$ cat src/sfd_pkg.sv
`default_nettype none

package sfd_pkg;

    localparam int NUM_CHANNELS = 2;
    localparam int CH_AW = (NUM_CHANNELS > 1) ? $clog2(NUM_CHANNELS) : 1;

    localparam logic [7:0] SYNC_A     = 8'h55;
    localparam logic [7:0] SYNC_B     = 8'h33;
    localparam logic [7:0] STUFF_BYTE = 8'haa;
    localparam logic [7:0] LEN_PAD    = 8'h00;

    localparam logic [15:0] MAX_LEN_RESET = 16'd70;

    typedef enum logic [2:0] {
        PH_HUNT     = 3'd0,
        PH_SYNC2    = 3'd1,
        PH_LEN_LO   = 3'd2,
        PH_LEN_FILL = 3'd3,
        PH_LEN_HI   = 3'd4,
        PH_BODY     = 3'd5,
        PH_CHECK    = 3'd6,
        PH_STUFF    = 3'd7
    } t_phase;

    typedef enum logic [1:0] {
        KIND_BYTE     = 2'd0,
        KIND_ACCEPT   = 2'd1,
        KIND_CSUM_ERR = 2'd2
    } t_kind;

    typedef struct packed {
        t_phase      phase;
        t_phase      resume;
        logic        last_sync;
        logic [15:0] frame_len;
        logic [15:0] counted;
        logic [15:0] payload;
        logic [7:0]  sum;
        logic [15:0] errors;
    } t_chan_state;

    typedef struct packed {
        t_kind       kind;
        logic [7:0]  byte_value;
        logic        first;
        logic [15:0] payload_length;
        logic [15:0] error_total;
    } t_result;

endpackage

`default_nettype wire

$ cat src/sfd_if.sv
`default_nettype none

interface sfd_in_if;
    logic       valid;
    logic       ready;
    logic       channel;
    logic [7:0] rx_byte;
    logic       slot_free;

    modport source (output valid, channel, rx_byte, slot_free, input ready);
    modport sink   (input valid, channel, rx_byte, slot_free, output ready);
endinterface

interface sfd_out_if;
    logic          valid;
    logic          ready;
    logic          out_channel;
    sfd_pkg::t_kind kind;
    logic [7:0]    byte_value;
    logic          first_of_message;
    logic [15:0]   payload_length;
    logic [15:0]   error_total;

    modport source (output valid, out_channel, kind, byte_value, first_of_message,
                    payload_length, error_total, input ready);
    modport sink   (input valid, out_channel, kind, byte_value, first_of_message,
                    payload_length, error_total, output ready);
endinterface

`default_nettype wire

$ cat src/sync_stuffed_frame_decoder.sv
`default_nettype none

// Channel   Dir  Handshake      Contents
// i_in      in   valid/ready    channel, rx_byte, slot_free
// o_out     out  valid/ready    out_channel, kind, byte_value, first_of_message,
//                               payload_length, error_total
// i_cfg     in   write enable   max_frame_length
//
// One word is accepted per cycle while the output is not stalled. Each word
// reads its channel's state from the state memory into a register; the decode
// stage then decodes it, and when it advances the state is written back and the
// result is loaded into the output register at the same edge.
// The per-entry valid bits make every channel read as its reset state at once
// after reset. A stalled output holds the decode stage and then input.

module sync_stuffed_frame_decoder (
    input  wire logic        i_clk,
    input  wire logic        i_rst_n,
    sfd_in_if.sink           i_in,
    sfd_out_if.source        o_out,
    input  wire logic        i_cfg_wr_en,
    input  wire logic [15:0] i_cfg_wr_data
);

    logic [15:0] r_max_len;

    logic                        r_s1_valid;
    logic [sfd_pkg::CH_AW-1:0]   r_s1_addr;
    logic                        r_s1_ch;
    logic [7:0]                  r_s1_byte;

    logic                        r_out_valid;
    logic                        r_out_ch;
    sfd_pkg::t_result            r_out;

    logic                        s1_adv;
    logic                        take;
    logic                        in_range;
    sfd_pkg::t_chan_state        cur_state;
    sfd_pkg::t_chan_state        next_state;
    logic                        res_valid;
    sfd_pkg::t_result            res;

    assign s1_adv     = !r_out_valid || o_out.ready;
    assign i_in.ready = s1_adv || !r_s1_valid;
    assign in_range   = ({31'd0, i_in.channel} < sfd_pkg::NUM_CHANNELS);
    // Words without a free slot are consumed and leave no trace.
    assign take       = i_in.valid && i_in.ready && i_in.slot_free && in_range;

    sfd_state_mem u_mem (
        .i_clk     (i_clk),
        .i_rst_n   (i_rst_n),
        .i_rd_en   (take),
        .i_rd_addr (sfd_pkg::CH_AW'(i_in.channel)),
        .o_rd_data (cur_state),
        .i_wr_en   (r_s1_valid && s1_adv),
        .i_wr_addr (r_s1_addr),
        .i_wr_data (next_state)
    );

    sfd_decode u_dec (
        .i_cur       (cur_state),
        .i_byte      (r_s1_byte),
        .i_max_len   (r_max_len),
        .o_next      (next_state),
        .o_res_valid (res_valid),
        .o_res       (res)
    );

    always_ff @(posedge i_clk) begin
        if (!i_rst_n) begin
            r_max_len   <= sfd_pkg::MAX_LEN_RESET;
            r_s1_valid  <= 1'b0;
            r_out_valid <= 1'b0;
        end else begin
            if (i_cfg_wr_en) begin
                r_max_len <= i_cfg_wr_data;
            end
            if (take) begin
                r_s1_valid <= 1'b1;
            end else if (s1_adv) begin
                r_s1_valid <= 1'b0;
            end
            if (s1_adv) begin
                r_out_valid <= r_s1_valid && res_valid;
            end
        end
    end

    always_ff @(posedge i_clk) begin
        if (take) begin
            r_s1_addr <= sfd_pkg::CH_AW'(i_in.channel);
            r_s1_ch   <= i_in.channel;
            r_s1_byte <= i_in.rx_byte;
        end
        if (s1_adv) begin
            r_out_ch <= r_s1_ch;
            r_out    <= res;
        end
    end

    assign o_out.valid            = r_out_valid;
    assign o_out.out_channel      = r_out_ch;
    assign o_out.kind             = r_out.kind;
    assign o_out.byte_value       = r_out.byte_value;
    assign o_out.first_of_message = r_out.first;
    assign o_out.payload_length   = r_out.payload_length;
    assign o_out.error_total      = r_out.error_total;

endmodule

`default_nettype wire

$ cat src/sfd_state_mem.sv
`default_nettype none

module sfd_state_mem (
    input  wire logic                     i_clk,
    input  wire logic                     i_rst_n,
    input  wire logic                     i_rd_en,
    input  wire logic [sfd_pkg::CH_AW-1:0] i_rd_addr,
    output sfd_pkg::t_chan_state          o_rd_data,
    input  wire logic                     i_wr_en,
    input  wire logic [sfd_pkg::CH_AW-1:0] i_wr_addr,
    input  wire sfd_pkg::t_chan_state     i_wr_data
);

    sfd_pkg::t_chan_state r_mem [sfd_pkg::NUM_CHANNELS];
    logic [sfd_pkg::NUM_CHANNELS-1:0] r_valid;
    sfd_pkg::t_chan_state r_rd_data;
    logic r_rd_ok;
    logic fwd;

    // A read of the entry being written in the same cycle returns the new value.
    assign fwd = i_wr_en && (i_wr_addr == i_rd_addr);

    always_ff @(posedge i_clk) begin
        if (i_wr_en) begin
            r_mem[i_wr_addr] <= i_wr_data;
        end
        if (i_rd_en) begin
            r_rd_data <= fwd ? i_wr_data : r_mem[i_rd_addr];
        end
    end

    always_ff @(posedge i_clk) begin
        if (!i_rst_n) begin
            r_valid <= '0;
            r_rd_ok <= 1'b0;
        end else begin
            if (i_rd_en) begin
                r_rd_ok <= fwd || r_valid[i_rd_addr];
            end
            if (i_wr_en) begin
                r_valid[i_wr_addr] <= 1'b1;
            end
        end
    end

    // Entries not yet written since reset read as the all-zero reset state.
    assign o_rd_data = r_rd_ok ? r_rd_data : '0;

endmodule

`default_nettype wire

$ cat src/sfd_decode.sv
`default_nettype none

module sfd_decode (
    input  wire sfd_pkg::t_chan_state i_cur,
    input  wire logic [7:0]      i_byte,
    input  wire logic [15:0]     i_max_len,
    output sfd_pkg::t_chan_state o_next,
    output logic                 o_res_valid,
    output sfd_pkg::t_result     o_res
);

    logic [15:0] len_full;
    logic [15:0] cnt_inc;
    logic [16:0] cnt_inc_wide;
    logic [15:0] err_inc;

    assign len_full     = i_cur.frame_len | {i_byte, 8'h00};
    assign cnt_inc      = i_cur.counted + 16'd1;
    assign cnt_inc_wide = {1'b0, i_cur.counted} + 17'd1;
    assign err_inc      = i_cur.errors + 16'd1;

    always_comb begin
        o_next      = i_cur;
        o_res_valid = 1'b0;
        o_res       = '0;
        o_res.kind  = sfd_pkg::KIND_BYTE;

        unique case (i_cur.phase)
            sfd_pkg::PH_HUNT: begin
                if (i_byte == sfd_pkg::SYNC_A) begin
                    o_next.phase = sfd_pkg::PH_SYNC2;
                end
            end
            sfd_pkg::PH_SYNC2: begin
                o_next.phase = (i_byte == sfd_pkg::SYNC_B) ? sfd_pkg::PH_LEN_LO
                                                           : sfd_pkg::PH_HUNT;
            end
            sfd_pkg::PH_LEN_LO: begin
                o_next.frame_len  = {8'h00, i_byte};
                o_next.last_sync  = (i_byte == sfd_pkg::SYNC_A);
                o_next.phase      = sfd_pkg::PH_LEN_FILL;
                o_next.resume     = sfd_pkg::PH_LEN_HI;
                o_res_valid       = 1'b1;
                o_res.byte_value  = i_byte;
                o_res.first       = 1'b1;
            end
            sfd_pkg::PH_LEN_FILL: begin
                priority if (i_byte == sfd_pkg::LEN_PAD) begin
                    o_next.phase = i_cur.resume;
                end else if (i_cur.last_sync) begin
                    o_next.phase = (i_byte == sfd_pkg::SYNC_B) ? sfd_pkg::PH_LEN_LO
                                                               : sfd_pkg::PH_HUNT;
                end else begin
                    o_next.phase     = sfd_pkg::PH_HUNT;
                    o_next.last_sync = 1'b0;
                end
            end
            sfd_pkg::PH_LEN_HI: begin
                o_next.last_sync = (i_byte == sfd_pkg::SYNC_A);
                o_next.frame_len = len_full;
                o_res_valid      = 1'b1;
                o_res.byte_value = i_byte;
                if ((len_full != 16'd0) && (len_full <= i_max_len)) begin
                    o_next.counted = '0;
                    o_next.payload = '0;
                    o_next.sum     = '0;
                    o_next.resume  = sfd_pkg::PH_BODY;
                    o_next.phase   = sfd_pkg::PH_LEN_FILL;
                end else begin
                    // A rejected length whose high byte is 0x55 starts a new sync.
                    o_next.phase = (i_byte == sfd_pkg::SYNC_A) ? sfd_pkg::PH_SYNC2
                                                               : sfd_pkg::PH_HUNT;
                end
            end
            sfd_pkg::PH_BODY: begin
                if (i_byte == sfd_pkg::SYNC_A) begin
                    o_next.phase  = sfd_pkg::PH_STUFF;
                    o_next.resume = sfd_pkg::PH_BODY;
                end
                o_res_valid      = 1'b1;
                o_res.byte_value = i_byte;
                o_next.sum       = i_cur.sum + i_byte;
                o_next.payload   = i_cur.payload + 16'd1;
                o_next.counted   = cnt_inc;
                // Reaching the length ends the body even on a 0x55.
                if (cnt_inc >= i_cur.frame_len) begin
                    o_next.phase = sfd_pkg::PH_CHECK;
                end
            end
            sfd_pkg::PH_CHECK: begin
                o_res_valid  = 1'b1;
                o_next.phase = sfd_pkg::PH_HUNT;
                if (i_cur.sum != i_byte) begin
                    o_next.errors     = err_inc;
                    o_res.kind        = sfd_pkg::KIND_CSUM_ERR;
                    o_res.error_total = err_inc;
                end else begin
                    o_res.kind           = sfd_pkg::KIND_ACCEPT;
                    o_res.payload_length = i_cur.payload;
                end
            end
            sfd_pkg::PH_STUFF: begin
                if (i_byte == sfd_pkg::STUFF_BYTE) begin
                    if (cnt_inc_wide >= {1'b0, i_cur.frame_len}) begin
                        o_next.phase = sfd_pkg::PH_CHECK;
                    end else begin
                        o_next.phase = i_cur.resume;
                    end
                    if (i_cur.resume == sfd_pkg::PH_BODY) begin
                        o_next.counted = cnt_inc;
                        o_next.sum     = i_cur.sum + i_byte;
                    end
                end else begin
                    o_next.phase = (i_byte == sfd_pkg::SYNC_B) ? sfd_pkg::PH_LEN_LO
                                                               : sfd_pkg::PH_HUNT;
                end
            end
        endcase
    end

endmodule

`default_nettype wire
$ cat src/flat_wrapper.sv
// flat-port wrapper written by rule: the top's interface ports become plain ports
module sync_stuffed_frame_decoder_flat 
  (i_clk, i_rst_n, i_cfg_wr_en, i_cfg_wr_data, i_in_valid, i_in_channel, i_in_rx_byte, i_in_slot_free, i_in_ready, o_out_valid, o_out_out_channel, o_out_kind, o_out_byte_value, o_out_first_of_message, o_out_payload_length, o_out_error_total, o_out_ready);
  sfd_in_if i_in_i ();
  sfd_out_if o_out_i ();
  input  wire logic i_clk;
  input  wire logic i_rst_n;
  input  wire logic i_cfg_wr_en;
  input  wire logic [15:0] i_cfg_wr_data;
  input wire logic [$bits(i_in_i.valid)-1:0] i_in_valid;
  input wire logic [$bits(i_in_i.channel)-1:0] i_in_channel;
  input wire logic [$bits(i_in_i.rx_byte)-1:0] i_in_rx_byte;
  input wire logic [$bits(i_in_i.slot_free)-1:0] i_in_slot_free;
  output wire logic [$bits(i_in_i.ready)-1:0] i_in_ready;
  output wire logic [$bits(o_out_i.valid)-1:0] o_out_valid;
  output wire logic [$bits(o_out_i.out_channel)-1:0] o_out_out_channel;
  output wire logic [$bits(o_out_i.kind)-1:0] o_out_kind;
  output wire logic [$bits(o_out_i.byte_value)-1:0] o_out_byte_value;
  output wire logic [$bits(o_out_i.first_of_message)-1:0] o_out_first_of_message;
  output wire logic [$bits(o_out_i.payload_length)-1:0] o_out_payload_length;
  output wire logic [$bits(o_out_i.error_total)-1:0] o_out_error_total;
  input wire logic [$bits(o_out_i.ready)-1:0] o_out_ready;
  assign i_in_i.valid = i_in_valid;
  assign i_in_i.channel = i_in_channel;
  assign i_in_i.rx_byte = i_in_rx_byte;
  assign i_in_i.slot_free = i_in_slot_free;
  assign i_in_ready = i_in_i.ready;
  assign o_out_valid = o_out_i.valid;
  assign o_out_out_channel = o_out_i.out_channel;
  assign o_out_kind = o_out_i.kind;
  assign o_out_byte_value = o_out_i.byte_value;
  assign o_out_first_of_message = o_out_i.first_of_message;
  assign o_out_payload_length = o_out_i.payload_length;
  assign o_out_error_total = o_out_i.error_total;
  assign o_out_i.ready = o_out_ready;
  sync_stuffed_frame_decoder u_core (.i_clk(i_clk), .i_rst_n(i_rst_n), .i_in(i_in_i), .o_out(o_out_i), .i_cfg_wr_en(i_cfg_wr_en), .i_cfg_wr_data(i_cfg_wr_data));
endmodule
$ cat config.mk
export PLATFORM = sky130hd
export DESIGN_NAME = sync_stuffed_frame_decoder_flat
export DESIGN_NICKNAME = d
export VERILOG_FILES = /design/src/sfd_pkg.sv /design/src/sfd_if.sv /design/src/sync_stuffed_frame_decoder.sv /design/src/sfd_state_mem.sv /design/src/sfd_decode.sv /design/src/flat_wrapper.sv
export SDC_FILE = /design/constraint.sdc
export NUM_CORES = 1
export LEC_CHECK = 0
export BUFFER_PORTS_ARGS = -buffer_cell sky130_fd_sc_hd__buf_2
export CORE_MARGIN = 4
export CORE_UTILIZATION = 45
export DETAILED_ROUTE_END_ITERATION = 10
export PLACE_DENSITY = 0.72
export SLEW_MARGIN = 20
export SYNTH_ARGS = -nofsm -noshare
export SYNTH_HDL_FRONTEND = slang
export SYNTH_SLANG_ARGS = --single-unit
$ cat constraint.sdc
create_clock -name i_clk -period 9.1 [get_ports i_clk]
set_input_delay 1.82 -clock i_clk [delete_from_list [all_inputs] [get_ports i_clk]]
set_output_delay 1.82 -clock i_clk [all_outputs]
set_load 0.01 [all_outputs]
# After elaboration in Yosys (flattened, before gate mapping)
# Memories as Yosys holds them, arrays and structs flattened. A register that Yosys moved wholly into a read port is not among the register bits.
# Index checks and enable logic that the tools add are counted.
# word_totals
elab_cells	101
ram_bits	158
memories	1
ff_bits	74
output_inout_bits	46
# memory_table
memory	depth	word_bits	read_ports	rd_clocked_by_memory_dff	write_ports	line_no	rtl
u_core.u_mem.r_mem	2	79	1	1	1	sfd_state_mem.sv:14	sfd_pkg::t_chan_state r_mem [sfd_pkg::NUM_CHANNELS];
# classes
addsub	5
muxes	39
order_cmp	6
bitwise	3
n_reduce_logical	21
n_eq_ne	13
# ops
operator	count
two-way mux 79 bit	1
two-way mux 16 bit	4
case mux 16 bit (2 select lines)	2
adder 16 x 1 -> 16 bit (second input constant)	3
case mux 16 bit (3 select lines)	1
two-way mux 40 bit	1
case mux 3 bit (8 select lines)	1
case mux 8 bit (3 select lines)	1
two-way mux 3 bit	6
adder 16 x 1 -> 17 bit (second input constant)	1
>= comparator 17 x 16 -> 1 bit	1
>= comparator 16 bit	1
less-or-equal comparator 16 bit	1
two-way mux 8 bit	2
OR 16 bit	1
nonzero test 16 bit	1
equality test 3 bit (second input constant)	5
two-way mux 1 bit	12
case mux 3 bit (3 select lines)	1
adder 8 bit	1
equality test 8 x 6 -> 1 bit (second input constant)	1
equality test 8 x 7 -> 1 bit (second input constant)	1
equality test 8 bit (second input constant)	1
logical NOT 8 bit	1
21 further kinds	36

# Logic depth before layout (Yosys ltp)
# Gate-level depths: netlist of the first run.
# logic_depth
word_depth	6
depth_mapped	18

# Hierarchy
# A second synthesis of the first run with hierarchy kept.
# unflattened
cells_unflattened	1243
hier_area_um2	15872.7
# modules_own_cells
module	area_each_um2	seq_area_each_um2	cells_per_inst	n_inst
sfd_state_mem	9731.8	7176.9	511	1
sfd_decode	3852.4	0.0	618	1
sync_stuffed_frame_decoder	2288.4	1951.9	114	1

# Worst setup path after synthesis of the first run
# No wires, ideal clock.
# synth_path
kind	input to register
start	in o_out_ready
end	mem u_core.u_mem.r_mem[0][0] (netlist name) (enable)
arrival_time_ns	6.491
required_ns	8.581
setup_slack_ns	2.090
stages	3
setup_time_ns	0.519
n_path_buf	0
cell_sequence	nand2b_1 nand2_1 nor2_1
# synth_via
elab_chain_len	4
# synth_lines
item	line_no	rtl
start, declared	flat_wrapper.sv:22	input wire logic [$bits(o_out_i.ready)-1:0] o_out_ready;
logical OR 1 bit	sync_stuffed_frame_decoder.sv:44	assign s1_adv = !r_out_valid || o_out.ready;
logical AND 1 bit	sync_stuffed_frame_decoder.sv:56	.i_wr_en (r_s1_valid && s1_adv),
two-way mux 1 bit	sfd_state_mem.sv:24	if (i_wr_en) begin
two-way mux 1 bit (implied by the code)	sfd_state_mem.sv:25	r_mem[i_wr_addr] <= i_wr_data;
end, declared	sfd_state_mem.sv:14	
# Every way passes these cells.

==> results of run 1 <==
## cells in the mapped netlist (2+ instances only)
library cell	instances
edfxtp_1	290
nand2_1	142
nor2_1	125
mux2i_1	89
o21ai_0	69
a21oi_1	45
a21o_1	44
ha_1	42
clkbuf_1	40
inv_1	35
and2_1	28
xor2_1	27
xnor2_1	26
dfxtp_1	21
nand3_1	21
nor2b_1	20
a22o_1	19
and3_1	14
nand2b_1	12
nand4_1	11
nor4_1	11
o22ai_1	11
or3_1	11
a211oi_1	9
buf_1	8
and4_1	7
buf_2	6
o211ai_1	6
o21a_1	6
a31oi_1	5
nor3_1	5
or2_2	4
a21boi_0	3
buf_6	3
nand3b_1	3
o21ai_1	3
o31ai_1	3
a22oi_1	2
a311oi_1	2
mux2_2	2
## placed cells by master, fill, tap and decap left out, types with 5 or more instances in the layout
cell       instances
a21o_1            44
and3_1            12
o22ai_1           11
clkbuf_1           6
o21a_1             6
and2_1            28
nand2_1          142
xor2_1            27
xnor2_1           26
nand3_1           21
a22o_1            19
clkbuf_16         31
or3_1             11
a31oi_1            5
buf_2             75
o21ai_0           69
clkinv_2           8
inv_1             35
nor2b_1           19
nor2_1           124
nor4_1            11
and4_1             7
ha_1              42
a21oi_1           45
a211oi_1           9
nand2b_1          11
edfxtp_1         290
o211ai_1           6
buf_4             12
dfxtp_1           20
nand4_1           11
nor3_1             5
mux2i_1           89
## registers in the layout, summed over array words and instances, names as in the netlist, 8 cells and up
signal / count
u_core.u_mem.r_rd_data: 79
u_core.o_out.error_total: 16
u_core.r_max_len: 16
u_core.u_mem.r_mem: 158
u_core.o_out.byte_value: 8
u_core.r_s1_byte: 8
u_core.o_out.payload_length: 16
## final timing paths
| path | end | slack, ns | cells past startpoint |
|---|---|---|---|
| setup / recovery | u_core.u_mem.r_rd_data[77] | 4.48 | 13 |
| hold / removal | u_core.u_mem.r_valid[0] | 0.47 | 1 |
| setup reg to reg | u_core.u_mem.r_rd_data[77] | 4.48 | 13 |
| hold reg to reg | u_core.u_mem.r_valid[0] | 0.47 | 1 |
## report_power, final
part	internal (uW)	switching (uW)
Sequential	1600	28.0
Combinational	79.6	132
Clock	739	533
## stage by stage
stage          cells  worst slack [ns]  area, sq um   util  power [uW]
6_report        1784              4.48        16800  0.514        3110
5_1_grt         1784              4.21        16800  0.514        3230
4_1_cts         1784              4.58        16800  0.514        3130
3_5_place_dp    1728              4.53        15800  0.483        1870
3_3_place_gp    1728              4.59        15800  0.483        1860
2_1_floorplan   1257              2.09        15000      -        1810
## final cells by class
cell class	instances	area, sq um
inverter	36	135
clock buffer	37	798
sequential	311	9130
clock inverter	19	211
fill	2783	15900
multi-input combinational	852	5560
tap	442	553
timing repair buffer	87	465
## critical path, cell delays in order (launching register included)
cell,delay [ns]
dfxtp_2,0.53
buf_4,0.62
inv_2,0.44
nor4_1,0.59
xnor2_1,0.18
nor2_1,0.06
ha_1,0.31
and4_1,0.23
a31oi_1,0.17
o21ai_0,0.14
a311oi_1,0.50
a21o_1,0.19
nand4_1,0.16
a21o_1,0.21
## layer usage
metal / global-route usage / up-vias / wire (um)
li1: - / 4748 / -
met1: 0.245 / 4788 / 14600
met2: 0.294 / 300 / 15500
met3: 0.0287 / 61 / 2050
met4: 0.0489 / 0 / 836
met5: 0.00275 / - / 0
## kinds of logic (layout without fill, tap and decap cells)
group | Yosys count | in the layout
simple gates | 421 | 421
flops | 311 | 311
compound gates | 244 | 244
buf+inv | 94 | 179
mux | 91 | 91
xor+xnor | 53 | 53
fa+ha+maj | 43 | 43
==> impl_metrics.csv, run 1 <==
group,metric,value,unit
logic_synthesis,synth-simple-area-share,0.132,
floorplanning,die_h,191,um
routing,firstDrtPassIters,5,
logic_synthesis,synth.cell_area,15000,sq um
pwr,p_leak,0.00650,uW
setup_path,crit_required,9.43,ns
setup_path,cp-start-kind,"flip-flop",
hold_path,min_from,"u_core.u_mem.r_valid[0]",
clock_network,cts_max_level,1,
clock_network,cts_root_buffer,"clkbuf_16",
logic_synthesis,synthArstFlopShare,0,
clock_network,path_clk_slew,0.06,ns
timing,slew_headroom,0.264,
final_layout,nNetsFinal,1393,
clock_network,cts_tree,"done",
hold_path,hold_path.class,"reg2reg",
timing,holdWs,0.466,ns
setup_path,critPathMaxFanout,61,
logic_synthesis,synth_edf_count,290,
global_route,grt-ovfl-total,0,
logic_synthesis,synthMuxAreaShare,0.0607,
setup_path,critical_path_class,"reg2reg",
final_layout,drive_gt1_frac,0.118,
timing,setup_viol,0,
logic_synthesis,yosysUniqueCellTypes,67,
routing,vias,9897,
floorplanning,start_util,0.459,
logic_synthesis,ys_ff_latch,311,
floorplanning,io_pins,77,
floorplanning,die_area,36400,sq um
final_layout,syn_to_final_growth,12.0,%
clock_network,cts_buffer_depth,3,
timing,period_share,0.507,
floorplanning,core,32800,sq um
logic_synthesis,synthXorXnorAreaFrac,0.0309,
routing,drc,0,
routing,wirelength,33000,um
logic_synthesis,synth_compound_area_frac,0.108,
timing,finalHoldViolations,0,
setup_path,endpoint_kind,"flip-flop",
clock_network,clock_latency,0.57,ns
floorplanning,die_x,191,um
pwr,peakVddDrop,151,uV
setup_path,worstPathArrival,4.95,ns
place,gp_congestion,0.925,
timing,tightest_slew,1.10,ns
clock_network,cts_sinks,311,
global_route,antenna_found_initial,0,
place,io_buffer_count,76,
clock_network,post_cts_buffers,0,
clock_network,cts_hold_buf,0,
timing,skew,0.0134,ns
logic_synthesis,ys_warn_count,0,
routing,viasPerCell,5.55,
global_route,grt_pass1_vias,9607,
logic_synthesis,syn_avg_cell_area,12.0,sq um
final_layout,num_antenna_cells,0,
timing,slew_violations,0,
logic_synthesis,ys.flop_type,"edfxtp_1",
flow_run,maxCapViolCount,0,
logic_synthesis,ys_top_cells_by_area,"edfxtp_1 58%, mux2i_1 5.9%, nand2_1 3.5%",
timing,clock.fmax,0.217,GHz
logic_synthesis,synth_top_family_by_area,"simple AND/OR/NAND/NOR gates",
routing,ant_nets,0,
clock_network,cts_buffers,31,
timing,rsz0062_at_grt,"no",
global_route,grt_pass1_wl,51900,um
pwr,powerDensity,185,nW/um^2
logic_synthesis,synth_area_leader_cell,"edfxtp_1",
status,status,"completed",
routing,avgRoutedWirePerCell,18.5,um
setup_path,critical_path.startpoint,"u_core.u_mem.r_rd_ok",
setup_path,rr_startpoint,"u_core.u_mem.r_rd_ok",
timing,fin_crit,4.62,ns
logic_synthesis,synthCells,1257,
place,dp.final_hpwl,21200,um
global_route,grt_max_degree,102,
routing,drt_iter0_markers,975,
logic_synthesis,synth-seq-area-share,0.607,
logic_synthesis,synth_top_area_share,0.579,
floorplanning,rows,66,
logic_synthesis,synth_nets,1331,
logic_synthesis,synthAdderAreaFrac,0.0363,
timing,finalSetupTns,0,ns
global_route,grt_usage,0.178,
clock_network,cts.repair.resized,0,
(Power assumes the default switching activity.)
==> inputs of run 2 (changes only) <==
==> constraint.sdc (replaced) <==
create_clock -name i_clk -period 4.4 [get_ports i_clk]
set_input_delay 0.88 -clock i_clk [delete_from_list [all_inputs] [get_ports i_clk]]
set_output_delay 0.88 -clock i_clk [all_outputs]
set_load 0.01 [all_outputs]
==> impl_metrics.csv, run 2 (synthesized netlist as in run 1, its figures left out) <==
group,metric,value,unit
global_route,grt-ovfl-total,0,
pwr,finalPower,6320,uW
setup_path,r2r_cells,14,
setup_path,reg2reg_slack,0.61,ns
final_layout,final_common_cell,"edfxtp_1",
routing,routed.top_layer,"met4",
routing,drc,0,
floorplanning,io_pins,77,
timing,finalHoldViolations,0,
setup_path,endpoint_kind,"flip-flop",
hold_path,min_delay_path_depth,1,
final_layout,syn_to_final_growth,12.7,%
final_layout,num_antenna_cells,0,
routing,ant_nets,0,
routing,drt_iter0_markers,940,
pwr,p_leak,0.00656,uW
timing,slew_headroom,0.340,
pwr,powerDensity,373,nW/um^2
final_layout,nFillCells,2878,
global_route,antenna_found_initial,1,
final_layout,drive_gt1_frac,0.126,
final_layout,top_register,"u_core.u_mem.r_mem",
place,io_buffer_count,76,
timing,skew,0.0187,ns
setup_path,worstPathArrival,4.12,ns
flow_run,maxCapViolCount,0,
timing,clock.fmax,0.264,GHz
routing,wirelength,33100,um
setup_path,cp-start-kind,"flip-flop",
final_layout,fin_util,0.517,
final_layout,final_cell_mix,"290 x edfxtp_1, 142 x nand2_1, 124 x nor2_1",
routing,vias,9979,
floorplanning,rows,66,
floorplanning,core,32800,sq um
clock_network,cts_root_buffer,"clkbuf_16",
setup_path,r2r-end,"u_core.u_mem.r_rd_data[77]",
hold_path,hold_path.class,"reg2reg",
routing,avgRoutedWirePerCell,18.4,um
setup_path,critical_path.startpoint,"u_core.u_mem.r_rd_ok",
final_layout,reg_top3,"u_core.u_mem.r_mem x158, u_core.u_mem.r_rd_data x79",
setup_path,crit_required,4.74,ns
floorplanning,start_util,0.459,
clock_network,cts_buffers,31,
final_layout,largest_reg_flops,158,
floorplanning,die_area,36400,sq um
routing,met3_length,2070,um
clock_network,path_clk_slew,0.07,ns
global_route,grt_usage,0.180,
clock_network,cts_buffer_depth,3,
setup_path,critPathMaxFanout,29,
floorplanning,die_x,191,um
pwr,peakVddDrop,311,uV
floorplanning,die_h,191,um
clock_network,post_cts_buffers,0,
place,dp.final_hpwl,22000,um
timing,fin_crit,3.79,ns
timing,rsz0062_at_grt,"no",
timing,finalSetupTns,0,ns
clock_network,cts_max_level,1,
clock_network,cts_tree,"done",
timing,setup_viol,0,
routing,viasPerCell,5.54,
hold_path,min_from,"u_core.u_mem.r_valid[1]",
place,gp_congestion,0.909,
setup_path,critical_path_class,"reg2reg",
timing,tightest_slew,0.988,ns
clock_network,cts.repair.resized,0,
clock_network,cts_hold_buf,0,
global_route,grt_pass1_wl,52900,um
clock_network,clock_latency,0.58,ns
routing,firstDrtPassIters,7,
status,status,"completed",
final_layout,multi_input_area,5560,sq um
timing,period_share,0.860,
global_route,grt_pass1_vias,9714,
final_layout,nNetsFinal,1407,
timing,slew_violations,0,
routing,wirelength_met1,14500,um
routing,met2_length,15500,um
global_route,grt_max_degree,60,
hold_path,whs_endpoint,"u_core.u_mem.r_valid[1]",
setup_path,rr_startpoint,"u_core.u_mem.r_rd_ok",
clock_network,cts_sinks,311,
final_layout,ff_latch_area,9130,sq um
[run 2: metal layers]
metal	vias up	track usage
met5	-	0
met4	0	0.0511
met3	66	0.0267
met2	332	0.296
met1	4810	0.252
li1	4771	-
[run 2: power breakdown]
| part | internal (uW) | switching, uW | total [uW] |
|---|---|---|---|
| sequential | 3310 | 51.9 | 3360 |
| combinational | 174 | 283 | 457 |
| clock | 1410 | 1090 | 2500 |
[run 2: area by class of cell]
class / count / share of cell area
flip-flops and latches: 311 / 0.539
repair buffers: 101 / 0.0359
clock buffers: 34 / 0.0464
clock inverters: 24 / 0.0106
inverters: 36 / 0.00797
multi-input cells: 852 / 0.328
well taps: 442 / 0.0326
[run 2: how the worst max path moves through the flow]
stage | depth (start not counted) | to
after floorplan | 3 | u_core.u_mem.r_mem[0][0]
after global placement | 14 | u_core.u_mem.r_rd_data[77]
after detailed placement | 14 | u_core.u_mem.r_rd_data[77]
after CTS | 14 | u_core.u_mem.r_rd_data[77]
after global routing | 14 | u_core.u_mem.r_rd_data[77]
final | 14 | u_core.u_mem.r_rd_data[77]
[run 2: critical path: stages, from the launching register on]
cell and delay (ns):
dfxtp_2 0.42, buf_4 0.36, nand4_1 0.32, nor2_1 0.23, nand3_1 0.15, xor2_1 0.18
nor2_1 0.06, ha_1 0.34, and4_1 0.23, a31oi_1 0.16, o21ai_0 0.14, a311oi_1 0.45
a21o_1 0.18, nand4_1 0.14, a21o_1 0.19
[run 2: metrics by stage]
stage / hold slack (ns) / worst slack, ns / cell area, sq um / instances
finish: 0.474 / 0.615 / 16900 / 1800
detailed placement: 0.458 / 0.674 / 16000 / 1742
floorplan: 0.440 / 0.438 / 15100 / 1257
global route: 0.467 / 0.252 / 16900 / 1800
CTS: 0.466 / 0.659 / 16900 / 1800
global placement: 0.447 / 0.785 / 16000 / 1742
